===== config.mk =====
export PLATFORM = sky130hd
export DESIGN_NAME = generational_handle_table_unit
export DESIGN_NICKNAME = d
export VERILOG_FILES = /design/src/hw/rtl/ght_pkg.sv /design/src/hw/rtl/generational_handle_table_unit.sv /design/src/hw/rtl/ght_stack.sv /design/src/hw/rtl/ght_ctrl.sv /design/src/hw/rtl/ght_dp.sv
export VERILOG_INCLUDE_DIRS = /design/src /design/src/hw/rtl
export SDC_FILE = /design/constraint.sdc
export NUM_CORES = 1
export LEC_CHECK = 0
export BUFFER_PORTS_ARGS = -buffer_cell sky130_fd_sc_hd__buf_2
export CORE_MARGIN = 5
export CORE_UTILIZATION = 55
export CTS_CLUSTER_DIAMETER = 100
export DETAILED_ROUTE_END_ITERATION = 8
export PLACE_DENSITY = 0.69
export SYNTH_ARGS = -nofsm -noshare
export SYNTH_HDL_FRONTEND = slang
export SYNTH_HIERARCHICAL = 1
export SYNTH_SLANG_ARGS = --single-unit
export TNS_END_PERCENT = 5

===== constraint.sdc =====
create_clock -name clk -period 9.1 [get_ports clk]
set_input_delay 0.455 -clock clk [delete_from_list [all_inputs] [get_ports clk]]
set_output_delay 0.455 -clock clk [all_outputs]
set_load 0.005 [all_outputs]

===== src/hw/rtl/assert_macros.svh =====
// assertion macros used by the top-level rtl file
`ifndef ASSERT_MACROS_SVH
`define ASSERT_MACROS_SVH
`ifndef ASSERT_OFF
// property checked at every rising clk edge outside reset
`define ASSERT_CLK(label, prop, msg) \
	label: assert property (@(posedge clk) disable iff (!arst_n) prop) else $error(msg);
// condition that must never hold outside reset
`define ASSERT_NEVER(label, cond, msg) \
	label: assert property (@(posedge clk) disable iff (!arst_n) !(cond)) else $error(msg);
`else
`define ASSERT_CLK(label, prop, msg)
`define ASSERT_NEVER(label, cond, msg)
`endif
`endif


===== src/hw/rtl/ght_pkg.sv =====
// package: sizes, action and status codes and command type of the handle table
`default_nettype none
package ght_pkg;
	localparam int SLOTS   = 16;
	localparam int SLOT_W  = (SLOTS > 1) ? $clog2(SLOTS) : 1;
	localparam int CNT_W   = $clog2(SLOTS + 1);
	localparam int ACT_W   = 3;
	localparam int IDX_W   = 8;
	localparam int GEN_W   = 32;
	localparam int ST_W    = 3;
	localparam int IN_W    = ACT_W + IDX_W + GEN_W;
	localparam int OUT_W   = ST_W + IDX_W + GEN_W;
	localparam int TDATA_W = ((IN_W + 7) / 8) * 8;
	localparam int MDATA_W = ((OUT_W + 7) / 8) * 8;

	localparam logic [ACT_W-1:0] ACT_SHUTDOWN = 3'd0;
	localparam logic [ACT_W-1:0] ACT_INIT     = 3'd1;
	localparam logic [ACT_W-1:0] ACT_ALLOC    = 3'd2;
	localparam logic [ACT_W-1:0] ACT_FREE     = 3'd3;
	localparam logic [ACT_W-1:0] ACT_CHECK    = 3'd4;

	localparam logic [ST_W-1:0] ST_OK        = 3'd0;
	localparam logic [ST_W-1:0] ST_NOT_READY = 3'd1;
	localparam logic [ST_W-1:0] ST_FULL      = 3'd2;
	localparam logic [ST_W-1:0] ST_INVALID   = 3'd3;
	localparam logic [ST_W-1:0] ST_STALE     = 3'd4;
	localparam logic [ST_W-1:0] ST_DEFAULT   = 3'd5;

	typedef struct packed {
		logic capture;
		logic exec;
	} ght_cmd_t;
endpackage
`default_nettype wire


===== src/hw/rtl/generational_handle_table_unit.sv =====
// top level of the generational handle table
//
// usage:
// - s_* channel takes one request item: action, slot index and generation
//   (action 0 shutdown, 1 init, 2 allocate, 3 free, 4 check)
// - m_* channel gives exactly one result item per request: status and,
//   for a successful init or allocate, the new handle
// - an item is taken in a capture cycle and executed in an execute cycle,
//   which waits while an earlier result is still held; a result is visible on
//   m_tvalid in the cycle after the execute cycle; the capture / execute
//   sequence in the controller takes no item until the last has executed
// - the capture cycle also reads the top of the free-slot stack, whose
//   read port is registered; the execute cycle does the table update
// - the result sits in an output register: a new request is taken while
//   a result waits, but its execution holds until the result is taken
// - reset clears the occupied bits, counters and the default handle at
//   once; the block takes items as soon as reset is released, and
//   only allocate after init gives handles
`default_nettype none
`include "assert_macros.svh"
module generational_handle_table_unit
	import ght_pkg::*;
(
	input  wire logic               clk,
	input  wire logic               arst_n,
	input  wire logic               s_tvalid,
	output logic                    s_tready,
	// action [2:0], slot_index [10:3], slot_generation [42:11], zero fill
	input  wire logic [TDATA_W-1:0] s_tdata,
	output logic                    m_tvalid,
	input  wire logic               m_tready,
	// status [2:0], handle_index [10:3], handle_generation [42:11], zero fill
	output logic      [MDATA_W-1:0] m_tdata
);
	ght_cmd_t         cmd;
	logic [ST_W-1:0]  res_status;
	logic [IDX_W-1:0] res_index;
	logic [GEN_W-1:0] res_generation;

	// sequencing and output valid
	ght_ctrl u_ctrl (
		.clk      (clk),
		.arst_n   (arst_n),
		.s_tvalid (s_tvalid),
		.s_tready (s_tready),
		.m_tvalid (m_tvalid),
		.m_tready (m_tready),
		.cmd      (cmd)
	);

	// table state and result payload
	ght_dp u_dp (
		.clk             (clk),
		.arst_n          (arst_n),
		.cmd             (cmd),
		.action          (s_tdata[ACT_W-1:0]),
		.slot_index      (s_tdata[ACT_W+IDX_W-1:ACT_W]),
		.slot_generation (s_tdata[IN_W-1:ACT_W+IDX_W]),
		.res_status      (res_status),
		.res_index       (res_index),
		.res_generation  (res_generation)
	);

	assign m_tdata = {{(MDATA_W - OUT_W){1'b0}}, res_generation, res_index, res_status};

	// one item at a time: after a capture the input side is closed
	`ASSERT_CLK(a_one_at_a_time, (s_tvalid && s_tready) |=> !s_tready, "item taken while busy")
	// an execute always presents a result next cycle
	`ASSERT_CLK(a_exec_gives_result, cmd.exec |=> m_tvalid, "result lost after execute")
	`ASSERT_NEVER(a_capture_and_exec, cmd.capture && cmd.exec, "capture during execute")
	// results with a status other than ok carry a zero handle
	`ASSERT_CLK(a_zero_handle, (m_tvalid && res_status != ST_OK) |-> (res_index == '0 && res_generation == '0), "handle on failed result")
	`ASSERT_CLK(a_status_range, m_tvalid |-> res_status <= ST_DEFAULT, "status code out of range")
endmodule
`default_nettype wire


===== src/hw/rtl/ght_stack.sv =====
// free-slot stack storage: one write port, one registered read port
`default_nettype none
module ght_stack
	import ght_pkg::*;
(
	input  wire logic              clk,
	input  wire logic              wr_en,
	input  wire logic [SLOT_W-1:0] wr_addr,
	input  wire logic [IDX_W-1:0]  wr_data,
	input  wire logic              rd_en,
	input  wire logic [SLOT_W-1:0] rd_addr,
	output logic      [IDX_W-1:0]  rd_data
);
	logic [IDX_W-1:0] mem_q [SLOTS];

	always_ff @(posedge clk) begin
		if (wr_en) begin
			mem_q[wr_addr] <= wr_data;
		end
	end

	always_ff @(posedge clk) begin
		if (rd_en) begin
			rd_data <= mem_q[rd_addr];
		end
	end
endmodule
`default_nettype wire


===== src/hw/rtl/ght_ctrl.sv =====
// controller: capture / execute sequencing and output valid
`default_nettype none
module ght_ctrl
	import ght_pkg::*;
(
	input  wire logic clk,
	input  wire logic arst_n,
	input  wire logic s_tvalid,
	output logic      s_tready,
	output logic      m_tvalid,
	input  wire logic m_tready,
	output ght_cmd_t  cmd
);
	localparam logic S_IDLE = 1'b0;
	localparam logic S_EXEC = 1'b1;

	logic state_q;
	logic state_d;
	logic m_tvalid_q;
	logic out_free;

	assign out_free = !m_tvalid_q || m_tready;
	assign s_tready = (state_q == S_IDLE);
	assign m_tvalid = m_tvalid_q;

	always_comb begin
		cmd     = '0;
		state_d = state_q;
		case (state_q)
			S_IDLE: begin
				if (s_tvalid) begin
					cmd.capture = 1'b1;
					state_d     = S_EXEC;
				end
			end
			S_EXEC: begin
				if (out_free) begin
					cmd.exec = 1'b1;
					state_d  = S_IDLE;
				end
			end
			default: begin
				state_d = S_IDLE;
			end
		endcase
	end

	always_ff @(posedge clk or negedge arst_n) begin
		if (!arst_n) begin
			state_q    <= S_IDLE;
			m_tvalid_q <= 1'b0;
		end else begin
			state_q <= state_d;
			if (cmd.exec) begin
				m_tvalid_q <= 1'b1;
			end else if (m_tready) begin
				m_tvalid_q <= 1'b0;
			end
		end
	end
endmodule
`default_nettype wire


===== src/hw/rtl/ght_dp.sv =====
// datapath: slot table, counters, default handle and result register
`default_nettype none
module ght_dp
	import ght_pkg::*;
(
	input  wire logic             clk,
	input  wire logic             arst_n,
	input  wire ght_cmd_t         cmd,
	input  wire logic [ACT_W-1:0] action,
	input  wire logic [IDX_W-1:0] slot_index,
	input  wire logic [GEN_W-1:0] slot_generation,
	output logic      [ST_W-1:0]  res_status,
	output logic      [IDX_W-1:0] res_index,
	output logic      [GEN_W-1:0] res_generation
);
	logic [ACT_W-1:0]  act_q;
	logic [IDX_W-1:0]  idx_q;
	logic [GEN_W-1:0]  gen_q;
	logic [CNT_W-1:0]  fc_q, fc_d, fc_dec;
	logic [CNT_W-1:0]  hw_q, hw_d;
	logic              ready_q, ready_d;
	logic [IDX_W-1:0]  def_idx_q, def_idx_d;
	logic [GEN_W-1:0]  def_gen_q, def_gen_d;
	logic [SLOTS-1:0]  busy_q;
	logic [GEN_W-1:0]  gen_mem_q [SLOTS];

	logic [IDX_W-1:0]  top_rd;
	logic [SLOT_W-1:0] chk_addr, pop_addr, rd_addr;
	logic [GEN_W-1:0]  gen_rd, gen_bump;
	logic              idx_in_range, pop_ok, fc_nz, fc_lt, hw_full;
	logic [ST_W-1:0]   v_status;

	logic [ST_W-1:0]   st;
	logic [IDX_W-1:0]  oi;
	logic [GEN_W-1:0]  og;
	logic              clr, push;
	logic              gen_we, busy_we, busy_wd;
	logic [SLOT_W-1:0] gen_wa, busy_wa;
	logic [GEN_W-1:0]  gen_wd;

	assign fc_dec = fc_q - CNT_W'(1);

	ght_stack u_stack (
		.clk     (clk),
		.wr_en   (cmd.exec && push),
		.wr_addr (fc_q[SLOT_W-1:0]),
		.wr_data (idx_q),
		.rd_en   (cmd.capture),
		.rd_addr (fc_dec[SLOT_W-1:0]),
		.rd_data (top_rd)
	);

	assign chk_addr     = idx_q[SLOT_W-1:0];
	assign pop_addr     = top_rd[SLOT_W-1:0];
	assign rd_addr      = (act_q == ACT_ALLOC) ? pop_addr : chk_addr;
	assign gen_rd       = gen_mem_q[rd_addr];
	assign gen_bump     = (gen_rd == '1) ? GEN_W'(1) : gen_rd + GEN_W'(1);
	assign idx_in_range = {{CNT_W{1'b0}}, idx_q} < {{IDX_W{1'b0}}, hw_q};
	assign pop_ok       = {1'b0, top_rd} < (IDX_W + 1)'(SLOTS);
	assign fc_nz        = (fc_q != '0);
	assign fc_lt        = fc_q < CNT_W'(SLOTS);
	assign hw_full      = hw_q >= CNT_W'(SLOTS);

	// handle validation for free and check
	always_comb begin
		if (gen_q == '0 || !idx_in_range) begin
			v_status = ST_INVALID;
		end else if (!busy_q[chk_addr] || gen_rd != gen_q) begin
			v_status = ST_STALE;
		end else begin
			v_status = ST_OK;
		end
	end

	always_comb begin
		st        = ST_INVALID;
		oi        = '0;
		og        = '0;
		clr       = 1'b0;
		push      = 1'b0;
		fc_d      = fc_q;
		hw_d      = hw_q;
		ready_d   = ready_q;
		def_idx_d = def_idx_q;
		def_gen_d = def_gen_q;
		gen_we    = 1'b0;
		gen_wa    = chk_addr;
		gen_wd    = gen_bump;
		busy_we   = 1'b0;
		busy_wa   = chk_addr;
		busy_wd   = 1'b0;
		case (act_q)
			ACT_SHUTDOWN: begin
				st        = ST_OK;
				clr       = 1'b1;
				fc_d      = '0;
				hw_d      = '0;
				ready_d   = 1'b0;
				def_idx_d = '0;
				def_gen_d = '0;
			end
			ACT_INIT: begin
				// clear, then slot 0 generation 1 becomes the default
				st        = ST_OK;
				clr       = 1'b1;
				fc_d      = '0;
				hw_d      = CNT_W'(1);
				ready_d   = 1'b1;
				def_idx_d = '0;
				def_gen_d = GEN_W'(1);
				gen_we    = 1'b1;
				gen_wa    = '0;
				gen_wd    = GEN_W'(1);
				busy_we   = 1'b1;
				busy_wa   = '0;
				busy_wd   = 1'b1;
				og        = GEN_W'(1);
			end
			ACT_ALLOC: begin
				if (!ready_q) begin
					st = ST_NOT_READY;
				end else if (fc_nz) begin
					fc_d = fc_dec;
					if (!pop_ok) begin
						st = ST_FULL;
					end else begin
						st      = ST_OK;
						busy_we = 1'b1;
						busy_wa = pop_addr;
						busy_wd = 1'b1;
						oi      = top_rd;
						og      = gen_rd;
					end
				end else if (hw_full) begin
					st = ST_FULL;
				end else begin
					st      = ST_OK;
					hw_d    = hw_q + CNT_W'(1);
					gen_we  = 1'b1;
					gen_wa  = hw_q[SLOT_W-1:0];
					gen_wd  = GEN_W'(1);
					busy_we = 1'b1;
					busy_wa = hw_q[SLOT_W-1:0];
					busy_wd = 1'b1;
					oi      = IDX_W'(hw_q);
					og      = GEN_W'(1);
				end
			end
			ACT_FREE: begin
				if (idx_q == def_idx_q && gen_q == def_gen_q) begin
					st = ST_DEFAULT;
				end else begin
					st = v_status;
					if (v_status == ST_OK) begin
						busy_we = 1'b1;
						gen_we  = 1'b1;
						if (fc_lt) begin
							push = 1'b1;
							fc_d = fc_q + CNT_W'(1);
						end
					end
				end
			end
			ACT_CHECK: begin
				st = v_status;
			end
			default: begin
				st = ST_INVALID;
			end
		endcase
	end

	// item capture
	always_ff @(posedge clk) begin
		if (cmd.capture) begin
			act_q <= action;
			idx_q <= slot_index;
			gen_q <= slot_generation;
		end
	end

	// generations: slots at or above the high-water count are never used
	always_ff @(posedge clk) begin
		if (cmd.exec && gen_we) begin
			gen_mem_q[gen_wa] <= gen_wd;
		end
	end

	// result register
	always_ff @(posedge clk) begin
		if (cmd.exec) begin
			res_status     <= st;
			res_index      <= oi;
			res_generation <= og;
		end
	end

	always_ff @(posedge clk or negedge arst_n) begin
		if (!arst_n) begin
			fc_q      <= '0;
			hw_q      <= '0;
			ready_q   <= 1'b0;
			def_idx_q <= '0;
			def_gen_q <= '0;
			busy_q    <= '0;
		end else if (cmd.exec) begin
			fc_q      <= fc_d;
			hw_q      <= hw_d;
			ready_q   <= ready_d;
			def_idx_q <= def_idx_d;
			def_gen_q <= def_gen_d;
			if (clr) begin
				busy_q <= '0;
			end
			if (busy_we) begin
				busy_q[busy_wa] <= busy_wd;
			end
		end
	end
endmodule
`default_nettype wire


==> Word-level counts from Yosys, hierarchy flattened <==
Memory sizes are Yosys's and may differ from the RTL's. A register that Yosys moved wholly into a read port is not among the register bits.
Cells that the tools add are included.
{ "totals": {"regBits": 147, "latchBits": 0, "mem_bits_rw": 640, "rom_bits": 0, "output_inout_bits": 50, "word_cells": 143, "memories": 2} }
{ "memory_table": {"columns": ["memory", "words", "width", "rd", "rd_clocked_by_memory_dff", "write_ports", "line", "rtl"], "rows": [
  ["u_dp.gen_mem_q", 16, 32, 1, 0, 1, "ght_dp.sv:25", "logic [GEN_W-1:0] gen_mem_q [SLOTS];"],
  ["u_dp.u_stack.mem_q", 16, 8, 1, 1, 1, "ght_stack.sv:14", "logic [IDX_W-1:0] mem_q [SLOTS];"]
]} }
{ "op_classes": {"addsub": 4, "mul": 0, "div_mod_pow": 0, "n_lt_le_gt_ge": 7, "eq_ne": 14, "shifts": 0, "n_mux": 78, "bitwise": 1, "n_reduce_logical": 24} }
{ "ops": {"columns": ["operator", "count"], "rows": [
  ["32-bit two-way mux", 7],
  ["32-bit one-hot mux with 2 select lines", 3],
  ["16-bit two-way mux", 3],
  ["5-bit two-way mux", 9],
  ["32-bit by 1-bit adder with 32-bit output (second input constant)", 1],
  ["32-bit equality test", 1],
  ["32-bit equality test (second input constant)", 1],
  ["32-bit logical NOT", 1],
  ["32-bit inequality test", 1],
  ["5-bit one-hot mux with 3 select lines", 2],
  ["4-bit two-way mux", 7],
  ["1-bit two-way mux", 27],
  ["16-bit bitwise mux", 1],
  ["8-bit two-way mux", 2],
  ["4-bit one-hot mux with 2 select lines", 2],
  ["3-bit two-way mux", 5],
  ["3-bit one-hot mux with 4 select lines", 1],
  ["5-bit by 1-bit adder with 5-bit output (second input constant)", 2],
  ["4-bit by 5-bit less-than comparator with 1-bit output (second input constant)", 2],
  ["8-bit logical NOT", 1],
  ["8-bit by 5-bit less-than comparator with 1-bit output", 1],
  ["8-bit by 5-bit less-than comparator with 1-bit output (second input constant)", 1],
  ["2-bit by 1-bit inequality test with 1-bit output (second input constant)", 4],
  ["7-bit AND reduction", 1],
  ["24 further kinds", 42]
]} }

==> Longest topological paths before layout <==
An unclocked memory read counts as a cell.
{ "depth": {"word_depth": 14, "mapped_depth": 20, "mapped_depth_nobuf": 13} }

==> Modules after synthesis <==
The synthesis kept the hierarchy.
{ "modules_own_cells": {"columns": ["module", "n_inst", "cells_each", "area_per_inst_um2", "seq_area_each_um2"], "rows": [
  ["ght_dp", 1, 2347, 30669.4, 18632.9],
  ["ght_stack", 1, 229, 5227.5, 4083.9],
  ["ght_ctrl", 1, 8, 93.8, 50.0],
  ["generational_handle_table_unit", 1, 6, 41.3, 0.0]
]} }

==> Least setup slack after synthesis <==
OpenSTA, ideal clock, no wires.
{ "synth_path": {"path_kind": "register -> register", "from": "register u_dp.idx_q[0]", "to": "memory u_dp.gen_mem_q[6][0] (enable)", "setup_ps": 513, "arrival_time_ps": 7313, "t_required_ps": 8587, "setup_slack_ps": 1273, "path_stages_with_launch": 17, "n_path_buf": 5, "period_less_slack_ps": 7827, "path_cell_list": "edfxtp_1 buf_4 buf_4 buf_4 buf_4 buf_2 mux2i_1 nor3_1 a2111oi_0 o211ai_1 and3b_1 nor3_1 nand4_1 or4_1 nor3_4 nor2_1 nor4b_1"} }
{ "synth_via": {"elab_chain_len": 13, "elab_cells_between_ends": 25} }
{ "synth_lines": {"columns": ["element", "line", "rtl"], "rows": [
  ["start: declaration", "ght_dp.sv:17", "logic [IDX_W-1:0] idx_q;"],
  ["start signal: assignment", "ght_dp.sv:177", "idx_q <= slot_index;"],
  ["4-bit two-way mux or 1-bit binary-select mux with 4-bit select (tied branches)", "ght_dp.sv:55, ght_dp.sv:68", null],
  ["memory 16 x 32 bit or 1-bit two-way mux (tied branches)", null, null],
  ["32-bit inequality test or 1-bit logical NOT (tied branches)", "ght_dp.sv:68", "end else if (!busy_q[chk_addr] || gen_rd != gen_q) begin"],
  ["1-bit logical OR", "ght_dp.sv:68", null],
  ["3-bit two-way mux", "ght_dp.sv:68", null],
  ["3-bit two-way mux", "ght_dp.sv:66", "if (gen_q == '0 || !idx_in_range) begin"],
  ["3-bit logical NOT", "ght_dp.sv:154", "if (v_status == ST_OK) begin"],
  ["1-bit two-way mux", "ght_dp.sv:154", null],
  ["1-bit two-way mux", "ght_dp.sv:150", "if (idx_q == def_idx_q && gen_q == def_gen_q) begin"],
  ["1-bit one-hot mux with 3 select lines", "ght_dp.sv:92", "case (act_q)"],
  ["1-bit logical AND", "ght_dp.sv:184", "if (cmd.exec && gen_we) begin"],
  ["1-bit two-way mux", "ght_dp.sv:184", null],
  ["1-bit two-way mux (implied by the code)", "ght_dp.sv:185", "gen_mem_q[gen_wa] <= gen_wd;"],
  ["end: declaration", "ght_dp.sv:25", null]
]} }
Several ways; a longest one is shown, not always the timed one. The select of a mux whose other input is x is not followed.

==> Worst setup path in the final report <==
{ "layout_path": {"from": "register u_dp.act_q[1]", "to": "memory u_dp.gen_mem_q[8][15] (enable)"} }
{ "layout_via": {"elab_chain_len": 14, "elab_cells_between_ends": 17} }
{ "layout_lines": {"columns": ["element", "line", "rtl"], "rows": [
  ["start: declaration", "ght_dp.sv:16", "logic [ACT_W-1:0] act_q;"],
  ["start signal: assignment", "ght_dp.sv:176", "act_q <= action;"],
  ["3-bit by 2-bit equality test with 1-bit output", "ght_dp.sv:55, ght_dp.sv:92", null],
  ["4-bit two-way mux", "ght_dp.sv:55", "assign rd_addr = (act_q == ACT_ALLOC) ? pop_addr : chk_addr;"],
  ["memory 16 x 32 bit", null, null],
  ["32-bit inequality test", "ght_dp.sv:68", null],
  ["1-bit logical OR", "ght_dp.sv:68", null],
  ["3-bit two-way mux", "ght_dp.sv:68", null],
  ["3-bit two-way mux", "ght_dp.sv:66", null],
  ["3-bit logical NOT", "ght_dp.sv:154", null],
  ["1-bit two-way mux", "ght_dp.sv:154", null],
  ["1-bit two-way mux", "ght_dp.sv:150", null],
  ["1-bit one-hot mux with 3 select lines", "ght_dp.sv:92", null],
  ["1-bit logical AND", "ght_dp.sv:184", null],
  ["1-bit two-way mux", "ght_dp.sv:184", null],
  ["1-bit two-way mux (implied by the code)", "ght_dp.sv:185", null]
]} }
Several ways; a longest one is shown, not always the timed one.

==> results by group <==
Clocking
  • Clock buffer count from CTS: 82
  • Insertion delay to the later sink of the worst-skew pair: 0.65 ns
  • CTS tree: yes
  • Clock root buffer: clkbuf_16
  • Sinks on Clock Net: 763
  • PostCTS Resize Cnt: 0
  • Hold buffers post-CTS: 39
  • Clock Tree Buf Depth: 3
  • CTS H-tree depth: 3
  • Clock-pin slew on the worst setup and hold paths: 0.06 ns
  • Post-CTS setup repair buffer count: 0

Yosys
  • Seq/Total Area, Yosys: 63.18%
  • Yosys warns: 6
  • Area share of the largest cell type after synthesis: 61.17%
  • Cells after synthesis: 2590
  • Synthesized cell area: 0.03603 sq mm
  • Synth async-reset ratio: 3.801%
  • Register bit total from synthesis: 763
  • Yosys top cell by area: edfxtp_1
  • Yosys cell types: 103
  • Post-synth EDFFs: 734
  • Synth area leaders: edfxtp_1 61%, mux2i_1 7.9%, mux4_2 3.3%, nand2_1 2.2%, dfrtp_1 2.0%
  • Syn Area/Cell: 13.91 sq um
  • Top_reg_cell synth: edfxtp_1

Power
  • Leak: 14.25 nW
  • Power share of the combinational group: 25.0%
  • P_sw: 3.197 mW
  • Internal: 7.045 mW
  • Flop pwr share: 42.0%
  • Total power: 10.24 mW
  • Pwr Density: 251.8 mW/mm^2
  • Clk pwr share: 33.0%
  • Sw Ratio: 31.22%
  • Max VDD drop: 199.8 uV

Drt
  • Post-Route WL: 106.7 mm
  • DRT antenna net count: 0
  • Initial DRT Pass Iterations: 6
  • Initial DRC Count: 3453
  • Routed len/inst: 29.14 um
  • DRC viols: 0
  • Vias/cell: 6.707
  • Vias: 24570

Global route
  • Vias in the first global route: 24070
  • Wire length of the first global-routing pass: 156.3 mm
  • Congestion Overflow GR: 0
  • Antenna violations before repair: 3
  • Largest net degree at the start of global routing: 122
  • GRT Total Usage: 29.42%

Status
  • Outcome: finished clean

STA
  • Slew Limit Fails: 0
  • Crit path time final: 7.541 ns
  • Setup TNS: 0 ns
  • Fmax: 0.1326 GHz
  • Final period utilization: 82.87%
  • Slew @ Worst Pin: 1.292 ns
  • Final setup fails: 0
  • Worst relative slew slack: 13.84%
  • Hold_ws: 0.02357 ns
  • Final Hold Viols: 0
  • Post-Route Skew: 0.02860 ns
  • Unrepaired setup endpoints after global routing: false

Setup path
  • CP max stage cell: a22oi_1
  • CP Max Fanout: 32
  • Largest delay share family, worst path: compound AO/OA/AOI/OAI gates
  • Worst Path Arrival: 7.79 ns
  • Largest stage delay, worst path: 1.02 ns
  • Crit start category: flop
  • Worst Path Buf+Inv: 4
  • Critical Path End Type: flop
  • Most common cell on crit path: buf_4
  • CP Class: reg -> reg
  • Crit-path cells: buf_4, or3b_4, buf_4, a22oi_1, buf_4, o2111ai_1, o22ai_1, o221ai_1, or4_1, nor3_4, a21oi_1, nor3_2, buf_4
  • CP required: 9.35 ns

Die
  • CORE AREA: 0.06470 sq mm
  • Die H: 266.0 um
  • Initial Util: 55.69%
  • Top Ports: 102
  • Area of the die: 0.07073 sq mm
  • Row cnt: 93
  • Die width: 266.0 um

Finish
  • Area grow syn2layout: 12.89%
  • Number of fill cells in the layout: 4690
  • Share of cells above drive strength 1: 16.48%
  • Final #Nets: 2798
  • Fin util: 62.87%
  • Design area: 0.04068 sq mm

Placed design
  • Total placed instance area: 0.03754 sq mm
  • Placer Congestion: 0.9744
  • PortBufs: 91
  • Post-DP HPWL: 64.65 mm

Job
  • MaxCap Viol Count: 0

Worst hold path
  • Hold crit path type: in -> reg
[cell usage after synthesis, drive strengths merged (30+ instances only)]
| library cell | count |
|---|---|
| clkbuf | 53 |
| inv | 37 |
| a211oi | 44 |
| mux2 | 35 |
| nor2 | 143 |
| mux4 | 67 |
| nor3 | 89 |
| mux2i | 287 |
| nand2 | 213 |
| o21ai | 91 |
| nand2b | 56 |
| a21oi | 102 |
| nand3 | 42 |
| edfxtp | 734 |
| nor4 | 30 |
| buf | 114 |
| xor2 | 30 |
[logic make-up after synthesis]
logic type	Yosys count	share of synthesized area (%)
other cells	2	0.02084
compound gates	463	8.845
xor+xnor	55	1.337
buf+inv	207	3.066
fa+ha+maj	10	0.3472
mux	389	13.45
simple gates	701	9.747
flops	763	63.18
[state kept, by name, indices dropped and copies added, names as in the netlist, 3 cells and up]
name,count
u_dp/gen_mem_q,512
u_dp/u_stack/mem_q,128
u_dp/gen_q,32
u_dp/res_generation,32
u_dp/busy_q,16
u_dp/idx_q,8
u_dp/res_index,8
u_dp/u_stack/rd_data,8
u_dp/fc_q,5
u_dp/hw_q,5
u_dp/act_q,3
u_dp/res_status,3
[cell usage in the layout (no fill, tap or decap), types with 12 or more instances in the layout]
cell type	instances
nand2_1	213
buf_2	91
nor2_1	141
o211ai_1	14
mux4_2	53
mux2_2	33
o31ai_1	12
a31oi_1	15
a211oi_1	44
nand3_1	42
a21o_1	17
nor2b_1	17
buf_4	91
nand2b_1	55
a22oi_1	26
clkinv_2	17
clkinv_1	14
a21oi_1	98
mux4_1	14
a22o_1	12
o221ai_1	18
o21ai_0	83
clkbuf_1	19
dlygate4sd3_1	39
inv_1	35
nor4_1	29
clkbuf_16	83
nor3_1	75
xnor2_1	25
nand4_1	23
nor3_2	13
xor2_1	30
edfxtp_1	734
o22ai_1	18
dfrtp_1	29
mux2i_1	283
[worst paths after layout]
check | startpoint | to | slack (ns) | depth (start not counted)
hold / removal | s_tdata[26] | u_dp/gen_q[15] | 0.02 | 1
setup / recovery | u_dp/act_q[1] | u_dp/gen_mem_q[8][15] | 1.56 | 13
max in group asynchronous | arst_n | u_dp/fc_q[3] | 8.18 | 2
hold reg to reg | u_dp/busy_q[4] | u_dp/busy_q[4] | 0.52 | 1
setup reg to reg | u_dp/act_q[1] | u_dp/gen_mem_q[8][15] | 1.56 | 13
min in group asynchronous | arst_n | u_dp/busy_q[3] | 0.43 | 2
[layer usage]
metal	vias to the layer above	global-route usage (%)	wire, um
li1	10400	-	-
met3	312	6.861	12500
met4	4	10.03	3827
met2	1526	45.95	48870
met1	12320	41.31	41520
met5	-	0	27
[power by group through the flow]
stage	sequential, mW	clock, mW	combinational [mW]
after floorplan	4.30	0	1.73
after global placement	4.36	0	2.41
after detailed placement	4.37	0	2.47
after CTS	4.30	3.42	2.50
after global routing	4.31	3.57	2.68
final	4.30	3.38	2.56
[through the flow]
| stage | instances | setup WS, ns |
|---|---|---|
| finish | 3663 | 1.559 |
| global route | 3659 | 1.623 |
| CTS | 3659 | 2.022 |
| detailed placement | 3468 | 2.037 |
| global placement | 3468 | 2.120 |
| floorplan | 2597 | 1.273 |
[area by class of cell]
cell class / instances / area, sq um / share of cell area, %
Antenna cell: 4 / 10.01 / 0.02461
Clock buffer: 102 / 2148 / 5.281
Clock inverter: 50 / 589.3 / 1.449
Inverter: 37 / 138.9 / 0.3414
Multi-Input combinational cell: 1627 / 12350 / 30.35
Sequential cell: 763 / 22770 / 55.97
Tap cell: 855 / 1070 / 2.630
Timing Repair Buffer: 225 / 1609 / 3.956
Power figures use the tool's default switching activity.
